$ cat src/sv/d96r_pkg.sv
// d96r_pkg: shared types and constants for the decimal96 round unit.
// Holds operation codes, controller states and the command/status words
// passed between d96r_ctrl and d96r_dp. No dependencies.
package d96r_pkg;

  localparam int unsigned MagWidth   = 96;
  localparam int unsigned WordWidth  = 32;
  localparam int unsigned ScaleWidth = 5;
  localparam int unsigned KindWidth  = 2;

  typedef enum logic [KindWidth-1:0] {
    KIND_FLOOR    = 2'd0,
    KIND_ROUND    = 2'd1,
    KIND_TRUNCATE = 2'd2,
    KIND_NEGATE   = 2'd3
  } d96r_kind_e;

  typedef enum logic [1:0] {
    ST_IDLE,
    ST_DIV,
    ST_ADJ
  } d96r_state_e;

  // controller -> datapath
  typedef struct packed {
    logic load;       // capture a new input word
    logic div_step;   // divide the top magnitude word by ten, rotate
    logic last_word;  // this step finishes one full division by ten
    logic adjust;     // apply the rounding increment, fill the output register
  } d96r_cmd_t;

  // datapath -> controller
  typedef struct packed {
    logic [ScaleWidth-1:0] scale;
    logic                  negate;
  } d96r_sts_t;

endpackage

$ cat src/sv/d96r_ctrl.sv
// d96r_ctrl: controller of the decimal96 round unit. Sequences the
// word-wise divisions by ten and owns the output register's valid flag.
// Depends on d96r_pkg; drives d96r_dp.
module d96r_ctrl (
  input  logic                clk_i,
  input  logic                rst_ni,
  input  logic                in_valid_i,
  output logic                in_ready_o,
  output logic                out_valid_o,
  input  logic                out_ready_i,
  input  d96r_pkg::d96r_sts_t sts_i,
  output d96r_pkg::d96r_cmd_t cmd_o
);
  import d96r_pkg::*;

  d96r_state_e           state_q, state_d;
  logic [1:0]            word_q, word_d;
  logic [ScaleWidth-1:0] div_cnt_q, div_cnt_d;
  logic                  out_full_q, out_full_d;
  logic                  out_free;

  assign out_free = ~out_full_q | out_ready_i;

  always_comb begin
    state_d    = state_q;
    word_d     = word_q;
    div_cnt_d  = div_cnt_q;
    cmd_o      = '0;
    in_ready_o = 1'b0;
    case (state_q)
      ST_IDLE: begin
        in_ready_o = 1'b1;
        if (in_valid_i) begin
          cmd_o.load = 1'b1;
          word_d     = '0;
          div_cnt_d  = '0;
          state_d    = ST_DIV;
        end
      end
      ST_DIV: begin
        if (word_q == 2'd0 && (sts_i.negate || div_cnt_q == sts_i.scale)) begin
          state_d = ST_ADJ;
        end else begin
          cmd_o.div_step  = 1'b1;
          cmd_o.last_word = (word_q == 2'd2);
          if (word_q == 2'd2) begin
            word_d    = '0;
            div_cnt_d = div_cnt_q + 1'b1;
          end else begin
            word_d = word_q + 1'b1;
          end
        end
      end
      ST_ADJ: begin
        // wait until the output register is free
        if (out_free) begin
          cmd_o.adjust = 1'b1;
          state_d      = ST_IDLE;
        end
      end
      default: begin
        state_d = ST_IDLE;
      end
    endcase
  end

  always_comb begin
    out_full_d = out_full_q;
    if (cmd_o.adjust) begin
      out_full_d = 1'b1;
    end else if (out_ready_i) begin
      out_full_d = 1'b0;
    end
  end

  always_ff @(posedge clk_i or negedge rst_ni) begin
    if (!rst_ni) begin
      state_q    <= ST_IDLE;
      word_q     <= '0;
      div_cnt_q  <= '0;
      out_full_q <= 1'b0;
    end else begin
      state_q    <= state_d;
      word_q     <= word_d;
      div_cnt_q  <= div_cnt_d;
      out_full_q <= out_full_d;
    end
  end

  assign out_valid_o = out_full_q;

  a_adjust_room: assert property (@(posedge clk_i) disable iff (!rst_ni)
    cmd_o.adjust |-> (!out_full_q || out_ready_i))
    else $error("result written over an untaken word");

  a_adjust_valid: assert property (@(posedge clk_i) disable iff (!rst_ni)
    cmd_o.adjust |=> out_full_q)
    else $error("output valid not raised after adjust");

  a_step_bound: assert property (@(posedge clk_i) disable iff (!rst_ni)
    cmd_o.div_step |-> (div_cnt_q < sts_i.scale && !sts_i.negate))
    else $error("division step beyond the scale");

  a_word_range: assert property (@(posedge clk_i) disable iff (!rst_ni)
    word_q != 2'd3)
    else $error("word index out of range");

  a_div_start: assert property (@(posedge clk_i) disable iff (!rst_ni)
    cmd_o.load |=> (state_q == ST_DIV && word_q == 2'd0 && div_cnt_q == '0))
    else $error("division sequence not restarted on load");

endmodule

$ cat config.mk
export PLATFORM = sky130hd
export DESIGN_NAME = d96r_ctrl
export DESIGN_NICKNAME = d
export VERILOG_FILES = /design/src/sv/d96r_pkg.sv /design/src/sv/d96r_ctrl.sv
export SDC_FILE = /design/constraint.sdc
export NUM_CORES = 1
export LEC_CHECK = 0
export BUFFER_PORTS_ARGS = -buffer_cell sky130_fd_sc_hd__buf_2
export CAP_MARGIN = 20
export CORE_MARGIN = 1.5
export CORE_UTILIZATION = 30
export CTS_BUF_LIST = sky130_fd_sc_hd__clkbuf_4 sky130_fd_sc_hd__clkbuf_8
export CTS_CLUSTER_DIAMETER = 80
export DETAILED_ROUTE_END_ITERATION = 7
export GPL_TIMING_DRIVEN = 0
export SYNTH_ARGS = -nofsm -noshare
export SYNTH_HDL_FRONTEND = slang
export SYNTH_SLANG_ARGS = --single-unit
$ cat constraint.sdc
create_clock -name clk_i -period 1.49 [get_ports clk_i]
set_input_delay 0.0745 -clock clk_i [delete_from_list [all_inputs] [get_ports clk_i]]
set_output_delay 0.0745 -clock clk_i [all_outputs]
set_load 0.02 [all_outputs]
==> results of run 1 <==
==> cells in the final DEF, fill, tap and decap left out, types with 3 or more instances in the layout <==
cell                       Yosys  layout
sky130_fd_sc_hd__o21ai_0       5       5
sky130_fd_sc_hd__buf_4         1       5
sky130_fd_sc_hd__nor3_1        3       3
sky130_fd_sc_hd__inv_1         3       3
sky130_fd_sc_hd__nand2_1       7       7
sky130_fd_sc_hd__buf_2         0      15
sky130_fd_sc_hd__xor2_1        4       4
sky130_fd_sc_hd__dfrtp_1      10       9
sky130_fd_sc_hd__clkbuf_4      0       3
==> layout make-up <==
cell class / count / share of cell area (%)
Sequential cell: 10 / 33.3
Multi-Input combinational cell: 45 / 39.6
Timing Repair Buffer: 20 / 15.2
Tap cell: 25 / 4.14
Clock buffer: 4 / 4.80
Buffer: 1 / 0.993
Inverter: 4 / 1.99
==> kinds of logic after synthesis <==
group | count (synthesis)
adder cells (fa/ha/maj) | 1
flip-flops | 10
AND/OR/NAND/NOR | 21
buffers and inverters | 5
AO/OA/AOI/OAI | 17
XOR/XNOR | 6
==> critical path, stage by stage (launching register included) <==
cell and delay [ns]:
sky130_fd_sc_hd__dfrtp_2 0.41, sky130_fd_sc_hd__xor2_1 0.14, sky130_fd_sc_hd__nor3_1 0.19, sky130_fd_sc_hd__a31o_1 0.21, sky130_fd_sc_hd__a21boi_1 0.07, sky130_fd_sc_hd__buf_2 0.17
==> stage by stage <==
| step | utilization [%] | TNS [ns] |
|---|---|---|
| floorplan | - | 0 |
| global placement | 38.4 | 0 |
| detailed placement | 38.4 | 0 |
| CTS | 42.8 | -0.0849 |
| global route | 42.8 | -0.133 |
| finish | 42.8 | -0.0391 |
==> power breakdown <==
| part | switching [mW] | internal [mW] | total (mW) |
|---|---|---|---|
| Combinational | 0.303 | 0.232 | 0.535 |
| Clock | 0.0991 | 0.148 | 0.248 |
| Sequential | 0.103 | 0.348 | 0.452 |
==> flip-flops by register name (all words and copies together), names as in the netlist <==
signal,flops
word_q,2
out_valid_o,1
state_q,2
div_cnt_q,5
==> layer usage <==
layer | share of wire, % | global-route usage, % | routed length (um) | up-vias
li1 | - | - | - | 258
met1 | 45 | 15.0 | 551 | 240
met2 | 49 | 21.1 | 591 | 10
met3 | 3.1 | 3.53 | 38 | 4
met4 | 2.7 | 8.33 | 33 | 0
met5 | 0 | 0 | 0 | -
==> what timing repair did <==
item / 4_1_cts / 5_1_grt
resized for setup: 2 / 0
setup buffers: 4 / 0
pin swaps: 1 / 1
hold buffers: 1 / 0
hold endpoints to repair: 10 / 0
setup endpoints to repair: 1 / 1
==> worst max path at each step <==
stage	endpoint	start	cells after the start
6_report	cmd_o[2]	div_cnt_q[2]	5
4_1_cts	cmd_o[2]	div_cnt_q[2]	5
5_1_grt	cmd_o[2]	div_cnt_q[2]	5
3_5_place_dp	cmd_o[2]	div_cnt_q[2]	5
2_1_floorplan	cmd_o[2]	div_cnt_q[2]	4
3_3_place_gp	cmd_o[2]	div_cnt_q[2]	5
==> run summary, run 1 <==
The HPWL after detailed placement came out at 891 um. The instance count along the most critical hold path came out at 2. The setup slack of the critical path after layout is -0.0391 ns.

The wire length of the first global-routing pass is 1.91 mm. The highest clock rate came out at 654 MHz. For the pin with the worst max-slew slack, the measured transition is 0.320 ns. The total power came out at 1.23 mW.

The path with the worst hold slack has its endpoint at out_valid_o. Entering global routing, the biggest net connects 11 pins. The layout overhead on the synthesized area is 32.2%.

The floorplan die area is 2180 sq um. The number of global-route vias before repair came out at 467. The clock-pin slew of the registers on the worst-case setup and hold paths is 0.06 ns. Input and output buffers added on the ports amount to 15. The final-report max-slew violation count is 0. In the routed design, unresolved DRC markers number 0. The filler-free cell count of the finished design came out at 109. The worst-case hold slack is 0.00956 ns. The number of cell rows came out at 15. After detailed routing, the total wire length is 1.21 mm.

The netlist area before placement is 572 sq um. The net count after synthesis is 71. Of all nets on the critical path, the largest fanout is 2. The via count is 512. The starting density of the core came out at 32.4%.

Clock tree synthesis found a total of 10 sinks. Among all cell types in the netlist, the one instantiated most often is sky130_fd_sc_hd__dfrtp_1. In this run the horizontal extent of the chip is 46.7 um. The worst path arrival time is 1.45 ns.

The post-route fraction of the period consumed by the critical path is 103%. The total placed cells including tap cells is 100. The diode insertion count for antenna repair is 0. The worst register-to-register path begins at div_cnt_q[0]. The number of inserted filler cells in the final layout is 186.

The worst hold path belongs to the class input pin to register. The final instance area came out at 756 sq um. The average vias per placed instance came out at 4.70. TritonCTS built the clock tree.

Synthesis inferred 10 register bits. The type of destination of the critical path is an output port. The count of routing violations after the opening detailed-route iteration is 4. Of the synthesized area, sequential elements account for 43.8%.

The run finished, with violations left. The longest clock path from root to sink contains 2 buffers. The final weighted congestion in routability-driven placement is 0.729. The adder-cell area share of the yosys netlist is 2.19%. The CTS buffer count is 3. The cell type contributing the most total cell area after synthesis is sky130_fd_sc_hd__dfrtp_1. The average size of a mapped cell is 9.53 sq um. The worst slew margin relative to its limit came out at 78.6%. The number of search-and-repair iterations in the first detailed-routing pass came out at 4. The number of nets with antenna violations after detailed routing is 0. The data required time at the worst endpoint came out at 1.42 ns.

Measured in cells, the most critical reg-to-reg path has a length of 6. The post-synthesis share of cell area spent on xor and xnor gates is 9.19%. The power per unit of standard cell area is 1630 nW/um^2. The final clock skew came out at 0.00459 ns. The worst setup path is launched from a register.

Of the post-synthesis cell area, the part taken by muxes is 0%. For the worst-skew pair, the clock arrives at the later sink with an insertion delay of 0.27 ns. The share of async-settable or async-resettable flops after synthesis is 100%. Setup violations remaining at the end of the flow were counted as 1. The synthesized-area fraction occupied by and/or/nand/nor cells is 20.6%. The die boundary height is 46.7 um.

Counting distinct cell types in the post-synthesis netlist gives 28. The maximum ir drop on the vdd rail is 0.638 mV. The tree is rooted in a sky130_fd_sc_hd__clkbuf_4. The static leakage power is 0.388 nW. The share of the synthesized area in the top cell type came out at 43.8%. The Yosys warning count is 0. The number of antenna violations at the first check in global routing is 0. In this run the critical register-to-register path is captured at div_cnt_q[2]. Counting instances in the post-synthesis netlist gives the leading cell types as sky130_fd_sc_hd__dfrtp_1, sky130_fd_sc_hd__nand2_1, sky130_fd_sc_hd__o21ai_0.

The post-placement setup slack came out at 0.0789 ns. The cell count after synthesis is 60. The count of max-cap constraint violations came out at 0.

The final reports fail on setup timing. The number of flops mapped to enable cells by yosys came out at 0. The deepest level of the CTS H-tree came out at 1.

The leading register cell type out of synthesis is sky130_fd_sc_hd__dfrtp_1. In the final layout, the multi-input gates occupy 299 sq um. The compound-cell area share of the yosys netlist came out at 20.4%. The shortest clock period the worst path allows after layout came out at 1.53 ns.

The slack of the worst reg-to-reg path came out at 0.08 ns. The core footprint is 1760 sq um. The mean routed wirelength per cell is 11.1 um. The remaining global-route overflow came out at 0. In this run the count of I/O pins placed on the die edge is 16.

The area after detailed placement came out at 678 sq um. The worst hold path begins at out_ready_i. The register area is 251 sq um.

The type of the worst setup path is register to output port. The hold violation total from the final report is 0. By area the synthesized netlist is led by sky130_fd_sc_hd__dfrtp_1, sky130_fd_sc_hd__xor2_1, sky130_fd_sc_hd__nand2_1, sky130_fd_sc_hd__o21ai_0, sky130_fd_sc_hd__a31o_1. The final layout net count is 96. After synthesis, the largest family of logic cells by area is simple AND/OR/NAND/NOR gates. The overall routing resource usage came out at 13.0%.

Cells with a size suffix above 1 make up 35.7% of the layout. Setup repair after global routing could not meet its margin everywhere.
Power figures use the tool's default switching activity.
==> run 2, diff against run 1 <==
--- a/config.mk
+++ b/config.mk
@@ -13,6 +13,7 @@
 export CTS_CLUSTER_DIAMETER = 80
 export DETAILED_ROUTE_END_ITERATION = 7
 export GPL_TIMING_DRIVEN = 0
+export PLACE_DENSITY_LB_ADDON = 0.15
 export SYNTH_ARGS = -nofsm -noshare
 export SYNTH_HDL_FRONTEND = slang
 export SYNTH_SLANG_ARGS = --single-unit
==> run 2 against run 1 <==
  * Sequential share of layout area is 0.28 points higher
  * The run still ends with setup timing left
  * Largest cell class unchanged
  * First-iteration DRC count grew to 3.0 times the previous value
  * Setup slack better by 0.031 ns
  * Worst hold slack better by 0.012 ns
  * Clock-buffer cell count is 1 lower
  * Critical path type unchanged
  * Routed wire length is 3.8% lower
  * Via count is 4.7% lower
  * Power is 5.8% lower
  * Clock power is 30% lower
  * Combinational power is 1% higher
  * Core utilization is 0.35 points lower
  * Sequential power is 1% lower
==> run summary, run 2 (same netlist as run 1, synthesis figures left out) <==
The final standard cell utilization of the core came out at 42.5% (was 42.8%). The startpoint class of the critical path is a register (unchanged). The CTS buffer count came out at 3 (unchanged). The flip-flop count of the largest register, all copies and words added came out at 5 (unchanged).

Unrepaired setup endpoints after global routing: true (unchanged). The count of routing violations after the opening detailed-route iteration is 12 (was 4). The remaining global-route overflow was 0 (unchanged). The top layer reached by signal wires is met4 (unchanged). The shortest clock period the worst path allows after layout came to 1.50 ns (was 1.53 ns). The latest clock arrival within the worst-skew pair is 0.25 ns (was 0.27 ns). The detailed route wirelength on metal3 came out at 34 um (was 38 um). The buffer levels on the longest clock path is 2 (unchanged). The multi-input combinational cell area came out at 304 sq um (was 299 sq um). The number of nets with antenna violations after detailed routing was 0 (unchanged).

The number of I/O pins is 16 (unchanged). The class of the worst hold path is input pin to register (unchanged). The via count was 488 (was 512). The floorplan die area came out at 2180 sq um (unchanged). The delay of the slowest cell on the worst path is 0.39 ns (was 0.41 ns). The ratio of cells with drive above 1 in the final layout came to 36.1% (was 35.7%). The register with the highest flop count is div_cnt_q (unchanged). The final weighted congestion in routability-driven placement is 0.721 (was 0.729). The clock-pin slew of the registers on the worst-case setup and hold paths is 0.06 ns (about the same).

The largest net degree at the start of global routing was 11 (unchanged). The number of buffers inserted by port buffering is 15 (unchanged). The worst slew margin relative to its limit came to 78.7% (was 78.6%).

The total length of routed met2 wires came to 531 um (was 591 um). The die boundary height is 46.7 um (unchanged). Commonest cells after routing, fill and taps aside: sky130_fd_sc_hd__buf_2, sky130_fd_sc_hd__dfrtp_1, sky130_fd_sc_hd__nand2_1, sky130_fd_sc_hd__buf_4, sky130_fd_sc_hd__o21ai_0 (was sky130_fd_sc_hd__buf_2, sky130_fd_sc_hd__dfrtp_1, sky130_fd_sc_hd__nand2_1, sky130_fd_sc_hd__o21ai_0, sky130_fd_sc_hd__buf_4). The setup slack of the critical path after layout was -0.00842 ns (was -0.0391 ns). The mean routed wirelength per cell is 10.8 um (was 11.1 um).

The largest fanout on the critical path came out at 2 (unchanged). The final layout net count came out at 96 (unchanged). The core footprint is 1760 sq um (unchanged). The type of the worst setup path is register to output port (unchanged).

The leading cell type in the layout, fill and taps excluded is sky130_fd_sc_hd__buf_2 (unchanged). The number of design rule violations left after detail routing came to 0 (unchanged). The register area is 251 sq um (unchanged). The static leakage power is 0.382 nW (was 0.388 nW). Run status: finished, violations left (unchanged). The post-route fraction of the period consumed by the critical path is 101% (was 103%).

The data required time at the worst endpoint is 1.42 ns (about the same). The cell at the root of the clock tree was sky130_fd_sc_hd__clkbuf_4 (unchanged). The highest clock rate is 667 MHz (was 654 MHz).

The total power is 1.16 mW (was 1.23 mW). The final-report max-slew violation count came out at 0 (unchanged). The number of inserted filler cells in the final layout is 212 (was 186). The number of search-and-repair iterations in the first detailed-routing pass is 2 (was 4).

Violated checks: setup timing (unchanged). The number of setup violations in the final report came out at 1 (unchanged). Critical-path cell list: xor2_1, nor3_2, a31o_1, a21boi_1, buf_4 (was xor2_1, nor3_1, a31o_1, a21boi_1, buf_2). The total length of routed wires was 1.17 mm (was 1.21 mm).

The deepest level of the CTS H-tree came out at 1 (unchanged). The number of antenna violations at the first check in global routing came to 0 (unchanged). The worst path arrival time came out at 1.42 ns (was 1.45 ns). The power per unit of standard cell area came out at 1550 nW/um^2 (was 1630 nW/um^2). The final clock skew was 0.00113 ns (was 0.00459 ns). The worst-case hold slack is 0.0220 ns (was 0.00956 ns). The routed length on met1 came out at 584 um (was 551 um). The diode insertion count for antenna repair came to 0 (unchanged).

The TritonCTS clock tree is done (unchanged). The type of destination of the critical path was an output port (unchanged). The overall routing resource usage is 13.5% (was 13.0%). The wire length of the first global-routing pass came out at 1.91 mm (unchanged). The cell with the largest stage delay on the worst path was sky130_fd_sc_hd__dfrtp_1 (was sky130_fd_sc_hd__dfrtp_2). The total number of clock tree sinks came out at 10 (unchanged). The number of global-route vias before repair is 441 (was 467). The layout overhead on the synthesized area came out at 31.1% (was 32.2%).

The hold violation total from the final report is 0 (unchanged). The count of max-cap constraint violations was 0 (unchanged). The number of cell rows came out at 15 (unchanged).

The HPWL after detailed placement came out at 860 um (was 891 um). The floorplan die width is 46.7 um (unchanged). The maximum ir drop on the vdd rail came out at 0.621 mV (was 0.638 mV). The starting density of the core came out at 32.4% (unchanged).

Largest registers: div_cnt_q: 5 flops, state_q: 2 flops, word_q: 2 flops (unchanged). The post-placement setup slack was 0.0430 ns (was 0.0789 ns). The transition at the pin with the smallest max-transition slack came to 0.319 ns (was 0.320 ns). The average vias per placed instance came to 4.52 (was 4.70).
## run 2: area by class of cell
cell class	count	share of cell area [%]
plain buffers	1	1.00
well taps	25	4.17
inverters	4	2.00
clock buffers	3	3.01
flip-flops and latches	10	33.6
multi-input cells	45	40.6
repair buffers	20	15.7
## run 2: worst paths after layout
check | from | endpoint | slack [ns] | depth (start not counted)
max in group asynchronous | rst_ni | div_cnt_q[2] | 1.07 | 2
setup / recovery | div_cnt_q[0] | cmd_o[2] | -0.008 | 5
hold / removal | out_ready_i | out_valid_o | 0.02 | 2
min in group asynchronous | rst_ni | div_cnt_q[1] | 0.21 | 2
hold reg to reg | div_cnt_q[4] | div_cnt_q[4] | 0.51 | 1
setup reg to reg | div_cnt_q[0] | div_cnt_q[2] | 0.08 | 6
## run 2: critical path: cells and delay by family, from the launching register on
family                    cells  cell delay [ns]
xor gates and xnor gates      1             0.16
buffers and inverters         1             0.16
AOI/OAI and AO/OA             2             0.29
and+or+nand+nor               1             0.17
DFF                           1             0.39
## run 2: metrics by stage
| stage | cells | setup TNS, ns | instance area [sq um] |
|---|---|---|---|
| floorplan | 60 | 0 | 572 |
| global placement | 100 | 0 | 678 |
| detailed placement | 100 | 0 | 678 |
| CTS | 108 | -0.108 | 744 |
| global route | 108 | -0.130 | 749 |
| finish | 108 | -0.00842 | 749 |
## run 2: routing by layer
| layer | global-route usage, % | up-vias |
|---|---|---|
| met3 | 5.88 | 2 |
| met1 | 16.6 | 222 |
| met4 | 6.67 | 0 |
| met2 | 20.0 | 8 |
| met5 | 0 | - |
| li1 | - | 256 |
## run 2: repair_timing
| item | 4_1_cts | 5_1_grt |
|---|---|---|
| hold buffers | 1 | 0 |
| gates resized for setup | 3 | 1 |
| buffers inserted | 4 | 0 |
| pin swaps | 4 | 1 |
| hold endpoints to repair | 10 | 0 |
| endpoints found under the setup margin | 1 | 1 |
## run 2: power by group
| group | internal [mW] | switching (mW) | total, mW |
|---|---|---|---|
| sequential | 0.349 | 0.0981 | 0.447 |
| combinational | 0.241 | 0.302 | 0.543 |
| clock | 0.0927 | 0.0801 | 0.173 |
| total | 0.683 | 0.480 | 1.16 |
==> run 3, diff against run 2 <==
==> constraint.sdc (replaced) <==
create_clock -name clk_i -period 1.75 [get_ports clk_i]
set_input_delay 0.0875 -clock clk_i [delete_from_list [all_inputs] [get_ports clk_i]]
set_output_delay 0.0875 -clock clk_i [all_outputs]
set_load 0.02 [all_outputs]
==> run 3 against run 2 <==
  * The run now ends clean
  * Register-to-register slack gained 0.24 ns
  * Non-clock buffer count fell by 1
  * Combinational power shrank 18%
  * First-iteration DRC count up 8.3%
  * Setup slack improved by 0.13 ns
  * Cell count shrank 0.93%
  * Routed wire length fell by 1.8%
  * Power decreased by 16%
  * Highest routed layer unchanged
  * Core utilization fell by 0.50 points
  * Largest cell class unchanged
  * Critical path type unchanged
  * Clock-buffer cell count unchanged
  * Clock power down 14%
  * Sequential share of layout area grew 0.57 points
==> run summary, run 3 (same netlist as run 1, synthesis figures left out) <==
Run status: finished, final reports clean (was finished, violations left). The clock-pin slew of the registers on the worst-case setup and hold paths was 0.06 ns (about the same). The class of the worst hold path was input pin to register (unchanged).

The deepest level of the CTS H-tree is 1 (unchanged). The met1 demand-to-capacity share in global routing is 16.3% (was 16.6%). The average vias per placed instance is 4.49 (was 4.52). The diode insertion count for antenna repair came out at 0 (unchanged). The floorplan die area is 2180 sq um (unchanged).

The hold violation total from the final report was 0 (unchanged). The via count is 480 (was 488). The number of search-and-repair iterations in the first detailed-routing pass came to 4 (was 2). The final-report max-slew violation count is 0 (unchanged). Critical-path cell list: xor2_1, nor3_2, a31o_1, a21boi_1, buf_2 (was xor2_1, nor3_2, a31o_1, a21boi_1, buf_4). The layout overhead on the synthesized area came out at 29.5% (was 31.1%). Largest registers: div_cnt_q: 5 flops, state_q: 2 flops, word_q: 2 flops (unchanged). The latest clock arrival within the worst-skew pair came out at 0.26 ns (was 0.25 ns). The register share of total power came to 39.7% (was 38.4%). The filler-free cell count of the finished design is 107 (was 108). The peak-usage layer in the global routing report is met2 (unchanged). The mean routed wirelength per cell is 10.7 um (was 10.8 um).

The die boundary height is 46.7 um (unchanged). The reported net switching power is 0.408 mW (was 0.480 mW). The register with the highest flop count is div_cnt_q (unchanged). The total power is 0.982 mW (was 1.16 mW). The number of buffers inserted by port buffering came to 15 (unchanged). The CTS buffer count came to 3 (unchanged). The total placed cells including tap cells is 100 (unchanged). The worst path arrival time came out at 1.54 ns (was 1.42 ns). The count of routing violations after the opening detailed-route iteration is 13 (was 12). The number of I/O pins is 16 (unchanged).

The ratio of cells with drive above 1 in the final layout is 36.6% (was 36.1%). The number of global-route vias before repair came out at 404 (was 441). The type of destination of the critical path was an output port (unchanged). The count of max-cap constraint violations is 0 (unchanged).

The internal cell power is 0.574 mW (was 0.683 mW). The cell at the root of the clock tree is sky130_fd_sc_hd__clkbuf_4 (unchanged). The core footprint came out at 1760 sq um (unchanged).

The TritonCTS clock tree is done (unchanged). The family of cells with the greatest summed delay on the critical path was compound AO/OA/AOI/OAI gates (was flip-flops). The cell with the largest stage delay on the worst path is sky130_fd_sc_hd__dfrtp_1 (unchanged). The post-route fraction of the period consumed by the critical path is 93.0%. The number of setup violations in the final report was 0 (was 1). The remaining global-route overflow is 0 (unchanged).

The shortest clock period the worst path allows after layout is 1.63 ns. The final instance area came out at 741 sq um (was 749 sq um). The flip-flop count of the largest register, all copies and words added came out at 5 (unchanged). The count of buffer and inverter cells on the critical path came out at 1 (unchanged). The power per unit of standard cell area came to 1330 nW/um^2 (was 1550 nW/um^2). The starting density of the core is 32.4% (unchanged). The delay of the slowest cell on the worst path came out at 0.42 ns (was 0.39 ns). The total length of routed wires is 1.15 mm (was 1.17 mm). The HPWL after detailed placement was 860 um (unchanged).

The final layout net count is 95 (was 96). The final clock skew is 0.000846 ns (was 0.00113 ns). The number of nets with antenna violations after detailed routing came out at 0 (unchanged).

The number of design rule violations left after detail routing is 0 (unchanged). The largest net degree at the start of global routing came out at 11 (unchanged). The final weighted congestion in routability-driven placement was 0.721 (unchanged).

The buffer levels on the longest clock path came out at 2 (unchanged). The met3 track demand over resource came to 5.88% (unchanged). The share of power burned in combinational logic is 45.1% (was 46.7%). The maximum ir drop on the vdd rail came out at 0.530 mV (was 0.621 mV). The leading cell type in the layout, fill and taps excluded was sky130_fd_sc_hd__buf_2 (unchanged).

The number of antenna violations at the first check in global routing is 0 (unchanged). The total number of clock tree sinks was 10 (unchanged). The setup TNS after final layout came out at 0 ns (was -0.00842 ns). The startpoint class of the critical path is a register (unchanged). For this run, the top clock speed supported by timing is 614 MHz. The type of the worst setup path was register to output port (unchanged). The worst slew margin relative to its limit is 78.4% (was 78.7%).

The data required time at the worst endpoint is 1.66 ns (was 1.42 ns). The final standard cell utilization of the core is 42.0% (was 42.5%). Unrepaired setup endpoints after global routing: false (was true). The area after detailed placement is 678 sq um (unchanged).

The number of cell rows is 15 (unchanged). The static leakage power is 0.375 nW (was 0.382 nW). Commonest cells after routing, fill and taps aside: sky130_fd_sc_hd__buf_2, sky130_fd_sc_hd__dfrtp_1, sky130_fd_sc_hd__nand2_1, sky130_fd_sc_hd__o21ai_0 (was sky130_fd_sc_hd__buf_2, sky130_fd_sc_hd__dfrtp_1, sky130_fd_sc_hd__nand2_1, sky130_fd_sc_hd__buf_4, sky130_fd_sc_hd__o21ai_0).

The overall routing resource usage is 12.7% (was 13.5%). The number of inserted filler cells in the final layout came out at 208 (was 212). The met2 track demand over resource is 17.5% (was 20.0%). The proportion of total power due to net switching is 41.6% (was 41.3%).

The transition at the pin with the smallest max-transition slack came out at 0.324 ns (was 0.319 ns). The power share of the clock group was 15.2% (was 14.9%). The wire length of the first global-routing pass is 1.78 mm (was 1.91 mm). The floorplan die width is 46.7 um (unchanged). The largest fanout on the critical path came out at 4 (was 2).
-- run 3: layer usage --
layer / share of wire, % / wire length (um)
met5: 0 / 0
met4: 1.6 / 18
met3: 3.7 / 43
met2: 44 / 505
met1: 51 / 580
-- run 3: worst paths after layout --
path / endpoint / cells after the start / slack (ns) / from
setup / recovery: cmd_o[2] / 5 / 0.12 / div_cnt_q[3]
hold / removal: out_valid_o / 2 / 0.03 / out_ready_i
setup reg to reg: div_cnt_q[2] / 6 / 0.32 / div_cnt_q[0]
hold reg to reg: div_cnt_q[4] / 1 / 0.51 / div_cnt_q[4]
max in group asynchronous: div_cnt_q[0] / 2 / 1.32 / rst_ni
min in group asynchronous: div_cnt_q[4] / 2 / 0.22 / rst_ni
-- run 3: through the flow --
step / hold WS [ns] / setup WS [ns]
3_3_place_gp: -0.0317 / 0.325
6_report: 0.0308 / 0.122
3_5_place_dp: -0.0309 / 0.290
4_1_cts: 0.0244 / 0.00162
2_1_floorplan: -0.208 / 0.334
5_1_grt: 0.0528 / 0.00942
-- run 3: power by group through the flow --
stage,clock network (mW),registers (mW),logic [mW]
4_1_cts,0.161,0.390,0.426
6_report,0.149,0.390,0.443
5_1_grt,0.172,0.406,0.497
2_1_floorplan,0,0.386,0.302
3_3_place_gp,0,0.395,0.421
3_5_place_dp,0,0.394,0.423
-- run 3: cell type report --
type,count,area [sq um],area share [%]
buffer,1,7.51,1.01
clock buffer,3,22.5,3.04
inverter,4,15.0,2.03
multi-input combinational,45,304,41.0
sequential,10,253,34.1
tap,25,31.3,4.22
timing repair buffer,19,108,14.5
-- run 3: what timing repair did --
| item | in CTS | in global routing |
|---|---|---|
| hold endpoints to repair | 10 | 0 |
| buffers inserted | 0 | 3 |
| gates resized for setup | 0 | 4 |
| hold buffers | 1 | 0 |
| setup endpoints to repair | 0 | 1 |
